## src/sst_pkg.sv

```systemverilog
// package for the sorted stack count table
// shared constants, command and status codes; no dependencies
`default_nettype none

package sst_pkg;

   localparam int CAPACITY_DEFAULT = 16;
   localparam int KEY_BITS_DEFAULT = 16;

   localparam int COUNT_W = 16;
   localparam int TOTAL_W = 20;
   localparam int KEY_PORT_W = 16;

   localparam logic [COUNT_W-1:0] LIMIT_RESET = 16'd64;

   localparam logic CMD_INSERT = 1'b0;
   localparam logic CMD_QUERY  = 1'b1;

   localparam logic STATUS_OK      = 1'b0;
   localparam logic STATUS_NOSPACE = 1'b1;

endpackage

`default_nettype wire

```

## src/sst_ram.sv

```systemverilog
// generic single write port, single read port ram with registered read
// no dependencies
`default_nettype none

module sst_ram #(
   parameter int WIDTH     = 32,
   parameter int DEPTH     = 16,
   parameter int ADDR_BITS = (DEPTH > 1) ? $clog2(DEPTH) : 1
) (
   input  wire logic                 clock,
   input  wire logic                 wr_en,
   input  wire logic [ADDR_BITS-1:0] wr_addr,
   input  wire logic [WIDTH-1:0]     wr_data,
   input  wire logic [ADDR_BITS-1:0] rd_addr,
   output logic      [WIDTH-1:0]     rd_data
);

   logic [WIDTH-1:0] mem_ff [DEPTH];
   logic [WIDTH-1:0] rd_data_ff;

   assign rd_data = rd_data_ff;

   always_ff @(posedge clock) begin
      if (wr_en) begin
         mem_ff[wr_addr] <= wr_data;
      end
      rd_data_ff <= mem_ff[rd_addr];
   end

endmodule

`default_nettype wire

```

## src/sorted_stack_count_table.sv

```systemverilog
// sorted stack count table: top level, sequencer over one slot ram
// depends on sst_pkg and sst_ram
//
//   channel | direction | handshake          | payload
//   req     | in        | req_valid/ready    | cmd, item_key, add_count
//   rsp     | out       | rsp_valid/ready    | status, found, item_count, total_units
//   csr     | in        | csr_wr_en          | csr_wr_data (stack limit)
//
// a request scans the slots in order, each a ram read then a key compare;
// an insert of a new key then shifts each higher slot up and writes the entry
// the single ram read port sets this order; one request at a time
// reset clears state, count and total and sets the limit to LIMIT_RESET; ram contents are not cleared
// a stalled response holds the sequencer in its done state, req_ready stays low
`default_nettype none

module sorted_stack_count_table
   import sst_pkg::*;
#(
   parameter int CAPACITY = CAPACITY_DEFAULT,
   parameter int KEY_BITS = KEY_BITS_DEFAULT
) (
   input  wire logic                  clock,
   input  wire logic                  reset,
   input  wire logic                  req_valid,
   output logic                       req_ready,
   input  wire logic                  req_cmd,
   input  wire logic [KEY_PORT_W-1:0] req_item_key,
   input  wire logic [COUNT_W-1:0]    req_add_count,
   output logic                       rsp_valid,
   input  wire logic                  rsp_ready,
   output logic                       rsp_status,
   output logic                       rsp_found,
   output logic [COUNT_W-1:0]         rsp_item_count,
   output logic [TOTAL_W-1:0]         rsp_total_units,
   input  wire logic                  csr_wr_en,
   input  wire logic [COUNT_W-1:0]    csr_wr_data
);

   localparam int IDX_BITS = (CAPACITY > 1) ? $clog2(CAPACITY) : 1;
   localparam int CNT_BITS = $clog2(CAPACITY + 1);
   localparam int ENT_W    = KEY_BITS + COUNT_W;

   typedef enum logic [2:0] {
      S_IDLE,
      S_RD,
      S_CMP,
      S_DECIDE,
      S_SHR,
      S_SHW,
      S_INS,
      S_DONE
   } state_type;

   state_type state_ff, state_in;

   logic [CNT_BITS-1:0] idx_ff, idx_in;
   logic [CNT_BITS-1:0] pos_ff, pos_in;
   logic [CNT_BITS-1:0] used_ff, used_in;
   logic [TOTAL_W-1:0]  total_ff, total_in;
   logic [COUNT_W-1:0]  limit_ff;
   logic                cmd_ff, cmd_in;
   logic [KEY_BITS-1:0] key_ff, key_in;
   logic [COUNT_W-1:0]  add_ff, add_in;
   logic                hit_ff, hit_in;
   logic [COUNT_W-1:0]  cnt_ff, cnt_in;
   logic                res_status_ff, res_status_in;
   logic                res_found_ff, res_found_in;
   logic [COUNT_W-1:0]  res_count_ff, res_count_in;
   logic                rsp_valid_ff, rsp_valid_in;
   logic                rsp_status_ff, rsp_status_in;
   logic                rsp_found_ff, rsp_found_in;
   logic [COUNT_W-1:0]  rsp_count_ff, rsp_count_in;
   logic [TOTAL_W-1:0]  rsp_total_ff, rsp_total_in;

   logic                ram_wr_en;
   logic [IDX_BITS-1:0] ram_wr_addr;
   logic [ENT_W-1:0]    ram_wr_data;
   logic [IDX_BITS-1:0] ram_rd_addr;
   logic [ENT_W-1:0]    ram_rd_data;

   logic [KEY_BITS-1:0] slot_key;
   logic [COUNT_W-1:0]  slot_cnt;
   logic [CNT_BITS-1:0] idx_nx;
   logic [CNT_BITS-1:0] idx_m1;
   logic [COUNT_W:0]    sum;
   logic [TOTAL_W-1:0]  total_add;

   assign slot_key  = ram_rd_data[ENT_W-1:COUNT_W];
   assign slot_cnt  = ram_rd_data[COUNT_W-1:0];
   assign idx_nx    = idx_ff + CNT_BITS'(1);
   assign idx_m1    = idx_ff - CNT_BITS'(1);
   assign sum       = {1'b0, cnt_ff} + {1'b0, add_ff};
   assign total_add = total_ff + TOTAL_W'(add_ff);

   assign ram_rd_addr = (state_ff == S_SHR) ? idx_m1[IDX_BITS-1:0] : idx_ff[IDX_BITS-1:0];

   sst_ram #(
      .WIDTH (ENT_W),
      .DEPTH (CAPACITY)
   ) u_slots (
      .clock   (clock),
      .wr_en   (ram_wr_en),
      .wr_addr (ram_wr_addr),
      .wr_data (ram_wr_data),
      .rd_addr (ram_rd_addr),
      .rd_data (ram_rd_data)
   );

   assign req_ready       = (state_ff == S_IDLE);
   assign rsp_valid       = rsp_valid_ff;
   assign rsp_status      = rsp_status_ff;
   assign rsp_found       = rsp_found_ff;
   assign rsp_item_count  = rsp_count_ff;
   assign rsp_total_units = rsp_total_ff;

   always_comb begin
      state_in      = state_ff;
      idx_in        = idx_ff;
      pos_in        = pos_ff;
      used_in       = used_ff;
      total_in      = total_ff;
      cmd_in        = cmd_ff;
      key_in        = key_ff;
      add_in        = add_ff;
      hit_in        = hit_ff;
      cnt_in        = cnt_ff;
      res_status_in = res_status_ff;
      res_found_in  = res_found_ff;
      res_count_in  = res_count_ff;
      rsp_valid_in  = rsp_valid_ff && !rsp_ready;
      rsp_status_in = rsp_status_ff;
      rsp_found_in  = rsp_found_ff;
      rsp_count_in  = rsp_count_ff;
      rsp_total_in  = rsp_total_ff;
      ram_wr_en     = 1'b0;
      ram_wr_addr   = pos_ff[IDX_BITS-1:0];
      ram_wr_data   = {key_ff, add_ff};

      unique case (state_ff)
         S_IDLE: begin
            if (req_valid) begin
               cmd_in = req_cmd;
               key_in = KEY_BITS'(req_item_key);
               add_in = req_add_count;
               hit_in = 1'b0;
               cnt_in = '0;
               pos_in = used_ff;
               idx_in = '0;
               state_in = (used_ff == '0) ? S_DECIDE : S_RD;
            end
         end
         S_RD: begin
            state_in = S_CMP;
         end
         S_CMP: begin
            if (slot_key < key_ff) begin
               if (idx_nx == used_ff) begin
                  state_in = S_DECIDE;
               end else begin
                  idx_in   = idx_nx;
                  state_in = S_RD;
               end
            end else begin
               pos_in   = idx_ff;
               hit_in   = (slot_key == key_ff);
               cnt_in   = slot_cnt;
               state_in = S_DECIDE;
            end
         end
         S_DECIDE: begin
            res_status_in = STATUS_OK;
            res_found_in  = hit_ff;
            res_count_in  = hit_ff ? cnt_ff : '0;
            state_in      = S_DONE;
            if (cmd_ff == CMD_INSERT) begin
               if (hit_ff) begin
                  if (sum <= {1'b0, limit_ff}) begin
                     ram_wr_en    = 1'b1;
                     ram_wr_data  = {key_ff, sum[COUNT_W-1:0]};
                     total_in     = total_add;
                     res_count_in = sum[COUNT_W-1:0];
                  end else begin
                     res_status_in = STATUS_NOSPACE;
                  end
               end else if (used_ff < CNT_BITS'(CAPACITY) && add_ff <= limit_ff) begin
                  idx_in   = used_ff;
                  state_in = (used_ff == pos_ff) ? S_INS : S_SHR;
               end else begin
                  res_status_in = STATUS_NOSPACE;
               end
            end
         end
         S_SHR: begin
            state_in = S_SHW;
         end
         S_SHW: begin
            ram_wr_en   = 1'b1;
            ram_wr_addr = idx_ff[IDX_BITS-1:0];
            ram_wr_data = ram_rd_data;
            idx_in      = idx_m1;
            state_in    = (idx_m1 == pos_ff) ? S_INS : S_SHR;
         end
         S_INS: begin
            ram_wr_en    = 1'b1;
            used_in      = used_ff + CNT_BITS'(1);
            total_in     = total_add;
            res_found_in = 1'b1;
            res_count_in = add_ff;
            state_in     = S_DONE;
         end
         S_DONE: begin
            if (!rsp_valid_ff || rsp_ready) begin
               rsp_valid_in  = 1'b1;
               rsp_status_in = res_status_ff;
               rsp_found_in  = res_found_ff;
               rsp_count_in  = res_count_ff;
               rsp_total_in  = total_ff;
               state_in      = S_IDLE;
            end
         end
         default: begin
            state_in = S_IDLE;
         end
      endcase
   end

   always_ff @(posedge clock) begin
      if (reset) begin
         state_ff     <= S_IDLE;
         used_ff      <= '0;
         total_ff     <= '0;
         limit_ff     <= LIMIT_RESET;
         rsp_valid_ff <= 1'b0;
      end else begin
         state_ff     <= state_in;
         used_ff      <= used_in;
         total_ff     <= total_in;
         rsp_valid_ff <= rsp_valid_in;
         if (csr_wr_en) begin
            limit_ff <= csr_wr_data;
         end
      end
      idx_ff        <= idx_in;
      pos_ff        <= pos_in;
      cmd_ff        <= cmd_in;
      key_ff        <= key_in;
      add_ff        <= add_in;
      hit_ff        <= hit_in;
      cnt_ff        <= cnt_in;
      res_status_ff <= res_status_in;
      res_found_ff  <= res_found_in;
      res_count_ff  <= res_count_in;
      rsp_status_ff <= rsp_status_in;
      rsp_found_ff  <= rsp_found_in;
      rsp_count_ff  <= rsp_count_in;
      rsp_total_ff  <= rsp_total_in;
   end

   a_used_bound: assert property (@(posedge clock) disable iff (reset)
      used_ff <= CNT_BITS'(CAPACITY))
      else $error("slot count beyond capacity");

   a_used_step: assert property (@(posedge clock) disable iff (reset)
      1'b1 |=> (used_ff == $past(used_ff)) || (used_ff == $past(used_ff) + CNT_BITS'(1)))
      else $error("slot count moved by more than one");

   a_busy_after_accept: assert property (@(posedge clock) disable iff (reset)
      (req_valid && req_ready) |=> !req_ready)
      else $error("request taken while busy");

   a_write_states: assert property (@(posedge clock) disable iff (reset)
      ram_wr_en |-> (state_ff == S_DECIDE || state_ff == S_SHW || state_ff == S_INS))
      else $error("slot write outside update states");

   a_absent_zero: assert property (@(posedge clock) disable iff (reset)
      (rsp_valid_ff && !rsp_found_ff) |-> (rsp_count_ff == '0))
      else $error("absent key with non-zero count");

endmodule

`default_nettype wire

```

## config.mk

```make
export PLATFORM = sky130hd
export DESIGN_NAME = sorted_stack_count_table
export DESIGN_NICKNAME = d
export VERILOG_FILES = /design/src/sst_pkg.sv /design/src/sst_ram.sv /design/src/sorted_stack_count_table.sv
export SDC_FILE = /design/constraint.sdc
export NUM_CORES = 1
export LEC_CHECK = 0
export BUFFER_PORTS_ARGS = -buffer_cell sky130_fd_sc_hd__buf_2
export CORE_MARGIN = 2
export CORE_UTILIZATION = 58
export DETAILED_ROUTE_END_ITERATION = 8
export PLACE_DENSITY = 0.84
export SETUP_SLACK_MARGIN = 0.02
export SLEW_MARGIN = 30
export SYNTH_ARGS = -nofsm -noshare
export SYNTH_HDL_FRONTEND = slang
export SYNTH_HIERARCHICAL = 1
export SYNTH_SLANG_ARGS = --single-unit
```

## constraint.sdc

```tcl
create_clock -name clock -period 10.3 [get_ports clock]
set_input_delay 0.515 -clock clock [delete_from_list [all_inputs] [get_ports clock]]
set_output_delay 0.515 -clock clock [all_outputs]
set_load 0.02 [all_outputs]
```

# ---- Yosys cells after proc, flatten, opt, wreduce, memory -nomap -nowiden
# Memories as Yosys holds them, arrays and structs flattened. A register that Yosys moved wholly into a read port is not among the register bits.
# Cells that the tools add are included.
dict set report word_totals {
  n_memories 1
  regBits 161
  input_bits 54
  word_cells 121
  ram_bits 512
}
# memory depth width rd rd_ports_with_merged_regs wr line_no
set memory_table {}
lappend memory_table {u_slots.mem_ff 16 32 1 1 1 sst_ram.sv:18} ;# logic [WIDTH-1:0] mem_ff [DEPTH];
dict set report classes {
  addsub 5
  eq_ne 21
  n_reduce_logical 17
  magnitude_cmp 4
  mux 54
}
# operator count
set op_table {}
lappend op_table {{$mux W16} 9}
lappend op_table {{$pmux W16 S2} 2}
lappend op_table {{$pmux W32 S2} 1}
lappend op_table {{$mux W20} 3}
lappend op_table {{$mux W5} 8}
lappend op_table {{$pmux W20 S2} 1}
lappend op_table {{$pmux W3 S8} 1}
lappend op_table {{$add A20 B16 Y20} 1}
lappend op_table {{$ne A2 B2 Y1 const B} 10}
lappend op_table {{$pmux W5 S4} 1}
lappend op_table {{$add A16 B16 Y17} 1}
lappend op_table {{$le A17 B16 Y1} 1}
lappend op_table {{$eq A16 B16 Y1} 1}
lappend op_table {{$le A16 B16 Y1} 1}
lappend op_table {{$lt A16 B16 Y1} 1}
lappend op_table {{$eq A5 B5 Y1} 3}
lappend op_table {{$mux W2} 7}
lappend op_table {{$eq A3 B3 Y1 const B} 4}
lappend op_table {{$mux W1} 12}
lappend op_table {{$add A5 B1 Y5 const B} 2}
lappend op_table {{$pmux W5 S2} 1}
lappend op_table {{$mux W3} 3}
lappend op_table {{$mux W4} 2}
lappend op_table {{$reduce_and A7 Y1} 1}
lappend op_table {{16 further kinds} 24}

# ---- Logic depth before layout (Yosys ltp)
# Gate-level depths: netlist (run 1).
dict set report logic_depth {
  depth_word 8
  mapped_depth 20
}

# ---- Hierarchy
# The synthesis (run 1) kept the hierarchy.
# module cells_each instances seq_area_each_um2 area_per_inst_um2
set by_module_without_submodules {}
lappend by_module_without_submodules {sst_ram 838 1 16015.4 19835.3}
lappend by_module_without_submodules {sorted_stack_count_table 943 1 4384.2 9570.4}

# ---- Worst setup path after synthesis (run 1)
# OpenSTA, ideal clock, no wires.
dict set report synth_timing {
  kind {register to register}
  from {register add_ff[0]}
  to {memory u_slots.mem_ff[0][0] (enable)}
  stages_incl_launch_ff 19
  synth_period_minus_slack_ns 7.220
  slack_ns 3.080
  setup_time_ns 0.461
  arrival_time_ns 6.759
  cell_sequence {edfxtp_1 -> ha_1 -> fa_1 -> a211o_1 -> o211ai_1 -> a211oi_2 -> o21ai_0 -> nand2b_1 -> a21oi_1 -> xnor2_1 -> ha_1 -> a211o_1 -> a2111oi_1 -> o211a_1 -> nand3_2 -> clkbuf_1 -> nand3_1 -> or3b_2 -> nor3_1}
}
dict set report synth_via {
  elab_chain_len 8
}
# element line_no
set synth_rtl {}
lappend synth_rtl {{from (decl)} sorted_stack_count_table.sv:63} ;# logic [COUNT_W-1:0] add_ff, add_in;
lappend synth_rtl {{from (signal assigned)} sorted_stack_count_table.sv:247} ;# add_ff <= add_in;
lappend synth_rtl {{$add A16 B16 Y17} sorted_stack_count_table.sv:92} ;# assign sum = {1'b0, cnt_ff} + {1'b0, add_ff};
lappend synth_rtl {{$le A17 B16 Y1} sorted_stack_count_table.sv:177} ;# if (sum <= {1'b0, limit_ff}) begin
lappend synth_rtl {{$mux W1} sorted_stack_count_table.sv:177}
lappend synth_rtl {{$mux W1} sorted_stack_count_table.sv:176} ;# if (hit_ff) begin
lappend synth_rtl {{$mux W1} sorted_stack_count_table.sv:175} ;# if (cmd_ff == CMD_INSERT) begin
lappend synth_rtl {{$pmux W1 S2} sorted_stack_count_table.sv:139} ;# unique case (state_ff)
lappend synth_rtl {{via ram_wr_en} sorted_stack_count_table.sv:75} ;# logic ram_wr_en;
lappend synth_rtl {{$mux W1} sst_ram.sv:24} ;# if (wr_en) begin
lappend synth_rtl {{$mux W1 (not written as such)} sst_ram.sv:25} ;# mem_ff[wr_addr] <= wr_data;
lappend synth_rtl {{to (decl)} sst_ram.sv:18}
# The timed path passes the listed nets, and every way through them passes these cells.

# ---- Worst setup path in the final report (run 1)
dict set report layout_timing {
  from {register add_ff[0]}
  to {memory u_slots.mem_ff[1][28] (enable)}
}
# The elaborated chain is that of the path after synthesis.

==> summary.txt, run 1 <==
Outcome
  – Status: finished, final reports clean

Routing
  – Drt drc: 0
  – Routed WL: 72800 um
  – DR vias: 17300
  – Vias per std cell: 6.54
  – Antenna-violating nets left: 0
  – Wirelength per Cell: 27.6 um
  – DR iter-0 viols: 1963
  – Drt pass-1 iters: 6

Final layout
  – Nets@finish: 2050
  – Final instance area: 0.0336 mm^2
  – Final core occ: 0.672
  – Share of cells above drive strength 1: 0.214
  – Multi-input gate area: 0.00861 mm^2
  – Sequential Area: 0.0204 mm^2
  – Diode count: 0
  – Area Overhead vs Synth: 14.4%
  – FILL cells: 3203

STA
  – Fin crit share: 0.646
  – Minimum clock period after layout: 6.65 ns
  – Fin. Hold Viols: 0
  – Rel. slew slack: 0.308
  – Worst Hold Slack: 0.0636 ns
  – Unrepaired setup endpoints after global routing: no
  – Clock skew: 0.0289 ns
  – Max Clock Freq: 0.150 GHz
  – Worst-Margin Slew: 1.04 ns
  – Final setup TNS: 0 ns
  – # setup viols final: 0
  – Final Max Tran Viols: 0

Die
  – Row cnt: 82
  – Chip width: 229 um
  – Initial Util: 0.587
  – Die Ht: 229 um
  – Die ar.: 0.0525 mm^2
  – Core ar.: 0.0501 mm^2
  – Io pins: 94

Critical path
  – Startpoint types: flip-flop
  – Critical Path AT: 6.98 ns
  – CP Capture Type: flip-flop
  – CP Max Fanout: 18
  – CP required: 10.63 ns
  – Critical path type: reg -> reg

Power
  – Clk pwr share: 0.315
  – Net Sw Frac: 0.304
  – PD cells: 249 mW/mm^2
  – Leak Pwr: 11.6 nW
  – Comb pwr share: 0.263
  – Pint: 0.00583 W
  – Tot Pwr: 0.00837 W
  – Max VDD drop: 201 uV
  – Switching pwr: 0.00254 W
  – Sequential power share: 0.421

Logic synthesis
  – Syn Std Cell Area: 0.0294 mm^2
  – Post-synth EDFFs: 628
  – Sequential area share after synthesis: 0.694
  – Synth Area in Compound Gates: 0.0702
  – Largest area contributor in the netlist: edfxtp_1
  – Synthesis-stage register bit count: 705
  – Post-synthesis mux area share: 0.110
  – Syn Nets: 1921
  – Adder-Cell Fraction of Synth Area: 0.0371
  – Post-Synth Simple-Gate Area: 0.0528
  – Ys async rst share: 0
  – Syn avg cell area: 16.5 um^2
  – Post-synth cell types: 68
  – Top_reg_cell synth: edfxtp_1
  – Largest cells by area after synthesis: edfxtp_1 64%, mux4_2 9.8%, dfxtp_1 5.2%
  – Largest family of logic cells by synthesized area: multiplexers
  – Post-synth top area share: 0.641
  – Area share of xor/xnor cells in the synthesized design: 0.0155
  – Post-Synthesis Cells: 1781
  – Synth warn: 6

Global routing
  – First-pass GRT wire length: 110000 um
  – Vias in the first global route: 17800
  – Largest net degree at the start of global routing: 73
  – Total congestion overflow: 0
  – GRT Resource Usage Total: 0.282
  – Initial antenna violation count: 0

Placement
  – Gpl congestion: 0.926
  – Dpl cell area: 0.0311 mm^2
  – Post-DP HPWL: 43600 um
  – Port-buffer cells: 93

Clock network
  – Root Driver: clkbuf_16
  – H-tree levels: 3
  – CTS tree: done
  – Post-cts resize count: 0
  – Post-CTS Hold Buffers: 0
  – Maximum clock path buffer count: 3
  – Reg clk slew, reported paths: 0.06 ns
  – Num CTS Buffers: 71
  – Post-CTS setup buffer count: 0
  – Clk Latency, worst-skew pair: 0.63 ns
  – Total clock sinks: 705

Run
  – Maxcap violations: 0

Min path
  – Hold Path Class: in -> reg
[power by group through the flow]
stage / Sequential [W] / Combinational (W) / Clock (W)
floorplan: 0.00352 / 0.00154 / 0
global placement: 0.00357 / 0.00201 / 0
detailed placement: 0.00358 / 0.00210 / 0
CTS: 0.00352 / 0.00215 / 0.00267
global route: 0.00354 / 0.00237 / 0.00278
finish: 0.00352 / 0.00220 / 0.00264
[layout by cell type, fill, tap and decap left out, types with 51 or more instances in the layout]
master	count
edfxtp_1	628
mux4_2	128
nand2_1	119
buf_2	93
ha_1	84
dfxtp_1	77
clkbuf_16	74
a22oi_1	67
a21oi_1	58
nor2_1	55
o21ai_0	54
inv_1	51
[logic make-up after synthesis]
| group | Yosys count |
|---|---|
| mux | 164 |
| xor+xnor | 52 |
| compound gates | 304 |
| fa+ha+maj | 86 |
| simple gates | 331 |
| buf+inv | 139 |
| flops | 705 |
[synth_stat cells, types with 6 or more instances]
library cell and number:
a211oi_1 8, a21o_1 22, a21oi_1 60, a221o_1 6
a22o_1 10, a22oi_1 67, and2_1 18, and3_1 9
buf_1 11, buf_2 10, buf_4 10, clkbuf_1 54
dfxtp_1 77, edfxtp_1 628, ha_1 84, inv_1 51
mux2i_1 32, mux4_2 128, nand2_1 119, nand2b_1 10
nand3_1 31, nand4_1 15, nor2_1 70, nor2b_1 13
nor3_1 21, o211ai_1 6, o21a_1 10, o21ai_0 62
xnor2_1 34, xor2_1 18
[routing by layer]
metal	GRT usage	wire length (um)
met5	0	0
met1	0.354	26400
met4	0.121	2920
met2	0.481	37200
met3	0.0558	6290
[cell type report]
type / count / area share
Inverter: 51 / 0.00569
Clock buffer: 99 / 0.0581
Timing Repair Buffer: 144 / 0.0364
Clock inverter: 33 / 0.0123
Tap cell: 672 / 0.0250
Sequential cell: 705 / 0.607
Multi-Input combinational cell: 937 / 0.256
[final timing paths]
path / to / slack (ns) / depth (start not counted) / startpoint
min: key_ff[8] / 0.06 / 1 / req_item_key[8]
min reg2reg: rsp_item_count[9] / 0.42 / 0 / res_count_ff[9]
max: u_slots/mem_ff[1][28] / 3.65 / 18 / add_ff[0]
max reg2reg: u_slots/mem_ff[1][28] / 3.65 / 18 / add_ff[0]
[worst max-delay path: stages, from the launching register on]
cell,delay [ns]
edfxtp_1,0.42
ha_1,0.28
fa_1,0.43
a211o_1,0.28
o211ai_1,0.17
a211oi_2,0.16
o21ai_0,0.30
nand2b_1,0.09
a21oi_1,0.17
xnor2_1,0.21
ha_1,0.33
a211o_1,0.32
a2111oi_1,0.56
o211a_1,0.28
nand3_2,0.43
nand3_1,0.45
or3b_2,0.61
nor2_4,0.59
buf_16,0.25
[per-stage QoR]
stage / setup WS [ns] / std cells
after detailed placement: 3.78 / 2504
after CTS: 3.72 / 2636
final: 3.65 / 2641
after global placement: 3.78 / 2490
after global routing: 3.40 / 2641
after floorplan: 3.08 / 1781
[flip-flops by register name (all words and copies together) (netlist names), 3 cells and up]
register         count
add_ff              16
total_ff            20
res_count_ff        16
state_ff             3
pos_ff               5
rsp_total_units     20
key_ff              16
limit_ff            16
used_ff              5
idx_ff               5
cnt_ff              16
u_slots/mem_ff     512
u_slots/rd_data     32
rsp_item_count      16
No activity file was read; power rests on OpenSTA's default activity.
==> run 2: changes to the inputs <==
Settings changed: ABC_AREA from default to 1.
Clock period 10.3 ns to 6.25 ns, I/O delays scaled along.
==> summary.txt, run 2 <==
Logic synthesis
  – Syn Std Cell Area: 0.0330 mm^2 (was 0.0294 mm^2)
  – Synth warn: 6 (unchanged)
  – Sequential area share after synthesis: 0.618 (was 0.694)
  – Count leader, synth: nand2_1 (was edfxtp_1)
  – Post-synth EDFFs: 628 (unchanged)
  – Ys async rst share: 0 (unchanged)
  – Synthesis-stage register bit count: 705 (unchanged)
  – Post-synth cell types: 51 (was 68)
  – Post-Synthesis Cells: 3407 (was 1781)
  – Largest cells by area after synthesis: edfxtp_1 57%, nand2_1 11%, nand3_1 6.7% (was edfxtp_1 64%, mux4_2 9.8%, dfxtp_1 5.2%)
  – Syn Nets: 3547 (was 1921)
  – Largest area contributor in the netlist: edfxtp_1 (unchanged)
  – Post-synth top area share: 0.571 (was 0.641)
  – Top cells by count, synth: 1006 x nand2_1, 628 x edfxtp_1, 553 x inv_1 (was 628 x edfxtp_1, 128 x mux4_2, 119 x nand2_1)
  – Syn avg cell area: 9.69 um^2 (was 16.5 um^2)
  – Top_reg_cell synth: edfxtp_1 (unchanged)

STA
  – Setup WS post-layout: 0.780 ns (was 3.65 ns)
  – Max Clock Freq: 0.183 GHz (was 0.150 GHz)
  – Clock skew: 0.0176 ns (was 0.0289 ns)
  – Unrepaired setup endpoints after global routing: no (unchanged)
  – Final Max Tran Viols: 0 (unchanged)
  – Minimum clock period after layout: 5.47 ns (was 6.65 ns)
  – # setup viols final: 0 (unchanged)
  – Fin crit share: 0.875 (was 0.646)
  – Fin. Hold Viols: 1 (was 0)
  – Final setup TNS: 0 ns (unchanged)
  – Worst-Margin Slew: 0.986 ns (was 1.04 ns)
  – Rel. slew slack: 0.343 (was 0.308)
  – Worst Hold Slack: -0.00181 ns (was 0.0636 ns)

Outcome
  – Failing checks: negative hold slack
  – Status: complete, but fails checks (was finished, final reports clean)

Clock network
  – Maximum clock path buffer count: 3 (unchanged)
  – Post-CTS setup buffer count: 0 (unchanged)
  – CTS tree: done (unchanged)
  – Num CTS Buffers: 71 (unchanged)
  – Reg clk slew, reported paths: 0.07 ns (was 0.06 ns)
  – H-tree levels: 3 (unchanged)
  – Clk Latency, worst-skew pair: 0.62 ns (was 0.63 ns)
  – Total clock sinks: 705 (unchanged)
  – Root Driver: clkbuf_16 (unchanged)

Power
  – Leak Pwr: 16.0 nW (was 11.6 nW)
  – Tot Pwr: 0.0166 W (was 0.00837 W)
  – PD cells: 448 mW/mm^2 (was 249 mW/mm^2)
  – Max VDD drop: 651 uV (was 201 uV)
  – Comb pwr share: 0.384 (was 0.263)
  – Clk pwr share: 0.247 (was 0.315)
  – Sequential power share: 0.369 (was 0.421)
  – Switching pwr: 0.00667 W (was 0.00254 W)
  – Net Sw Frac: 0.403 (was 0.304)
  – Pint: 0.00990 W (was 0.00583 W)

Critical path
  – CP bufs+invs: 1 (unchanged)
  – CP required: 6.50 ns (was 10.63 ns)
  – Number of cells on the critical path: 26 (was 18)
  – CP Capture Type: flip-flop (unchanged)
  – Length in cells of the worst reg-to-reg path: 26 (was 18)
  – Critical path type: reg -> reg (unchanged)
  – Slowest cell on crit path: edfxtp_1 (was or3b_2)
  – CP Max Fanout: 22 (was 18)
  – Crit path max-delay family: simple AND/OR/NAND/NOR gates (was compound AO/OA/AOI/OAI gates)
  – Critical Path AT: 5.72 ns (was 6.98 ns)
  – Critical Path Max Stage Delay: 0.52 ns (was 0.61 ns)
  – Most used cell, CP: nand2_1
  – Startpoint types: flip-flop (unchanged)

Die
  – Chip width: 243 um (was 229 um)
  – Die ar.: 0.0589 mm^2 (was 0.0525 mm^2)
  – Initial Util: 0.586 (was 0.587)
  – Io pins: 94 (unchanged)
  – Core ar.: 0.0564 mm^2 (was 0.0501 mm^2)
  – Row cnt: 87 (was 82)
  – Die Ht: 243 um (was 229 um)

Placement
  – Post-DP HPWL: 54300 um (was 43600 um)
  – Port-buffer cells: 93 (unchanged)
  – Placed insts: 4174 (was 2504)
  – Dpl ws: 0.883 ns (was 3.78 ns)
  – Gpl congestion: 0.971 (was 0.926)

Global routing
  – First-pass GRT wire length: 136000 um (was 110000 um)
  – Vias in the first global route: 24700 (was 17800)
  – Initial antenna violation count: 0 (unchanged)
  – Total congestion overflow: 0 (unchanged)
  – GRT Resource Usage Total: 0.299 (was 0.282)
  – Largest net degree at the start of global routing: 173 (was 73)

Final layout
  – Diode count: 0 (unchanged)
  – Area Overhead vs Synth: 12.1% (was 14.4%)
  – Share of cells above drive strength 1: 0.0867 (was 0.214)
  – Finished Layout Cells: 4345 (was 2641)
  – Most frequent cells in the layout: 1006 x nand2_1, 628 x edfxtp_1, 552 x inv_1 (was 628 x edfxtp_1, 128 x mux4_2, 119 x nand2_1)
  – Biggest register: u_slots/mem_ff (unchanged)
  – FILL cells: 4023 (was 3203)
  – Nets@finish: 3672 (was 2050)
  – Max reg flops: 512 (unchanged)
  – Commonest non-fill, non-tap cell in the layout: nand2_1 (was edfxtp_1)

Routing
  – DR vias: 24900 (was 17300)
  – DR iter-0 viols: 2890 (was 1963)
  – Vias per std cell: 5.72 (was 6.54)
  – Routed WL: 88500 um (was 72800 um)
  – Antenna-violating nets left: 0 (unchanged)
  – Wirelength per Cell: 20.4 um (was 27.6 um)
  – Drt drc: 0 (unchanged)
  – Drt pass-1 iters: 8 (was 6)

Run
  – Maxcap violations: 0 (unchanged)

Min path
  – Worst Hold Depth: 3 (was 1)
  – Hold Path Class: in -> reg (unchanged)
[run 2: cell types whose count changed in the layout (fill, tap and decap cells not counted), moves of 52 or more]
cell,change
mux4_2,-128
nand2_1,+887
nor2_1,+52
inv_1,+501
a22oi_1,-67
nand3_1,+411
[run 2: tightest hold or removal path, cell delays in order]
cell	delay, ns
buf_2	0.09
o21ai_0	0.08
a21oi_1	0.10
[run 2: logic make-up after synthesis]
group                      count (synthesis)  share of synthesized area
DFF                                      705                      0.618
AOI/OAI and AO/OA                        206                     0.0342
xor gates and xnor gates                  42                     0.0111
adders and majority gates                 86                     0.0330
buffers and inverters                    705                     0.0903
and+or+nand+nor                         1663                      0.214
[run 2: cell type report]
class | count | area [um^2] | area share
clock buffers | 95 | 1920 | 0.0518
repair buffers | 193 | 1470 | 0.0398
well taps | 756 | 946 | 0.0256
flip-flops and latches | 705 | 20400 | 0.551
inverters | 564 | 2130 | 0.0574
multi-input cells | 1997 | 9870 | 0.267
clock inverters | 35 | 288 | 0.00777
[run 2: power by group through the flow]
stage	Clock, W	Sequential, W	Combinational (W)
4_1_cts	0.00411	0.00611	0.00620
3_3_place_gp	0	0.00619	0.00596
2_1_floorplan	0	0.00609	0.00449
6_report	0.00409	0.00612	0.00636
3_5_place_dp	0	0.00621	0.00610
5_1_grt	0.00428	0.00615	0.00694
[run 2: per-stage QoR]
stage,cell area (um^2),hold slack (ns),util
finish,37000,-0.00181,0.657
CTS,37000,0.00243,0.656
global route,37000,0.0355,0.657
floorplan,33000,0.400,-
global placement,34400,0.403,0.609
detailed placement,34400,0.405,0.610
[run 2: path summary, 6_finish.rpt]
path / to / slack (ns) / from
setup / recovery: u_slots/mem_ff[14][3] / 0.78 / add_ff[4]
hold / removal: limit_ff[13] / -0.002 / csr_wr_data[13]
setup reg to reg: u_slots/mem_ff[14][3] / 0.78 / add_ff[4]
hold reg to reg: rsp_item_count[9] / 0.42 / res_count_ff[9]
[run 2: what timing repair did]
item	4_1_cts	5_1_grt
endpoints found under the hold margin	38	0
gates resized for setup	0	0
hold buffers	40	0
[run 2: metal layers]
metal	wire length [um]	GRT usage	up-vias
li1	-	-	11400
met3	8320	0.0473	315
met4	4580	0.144	0
met2	42400	0.503	1530
met1	33200	0.381	11600
met5	0	0	-
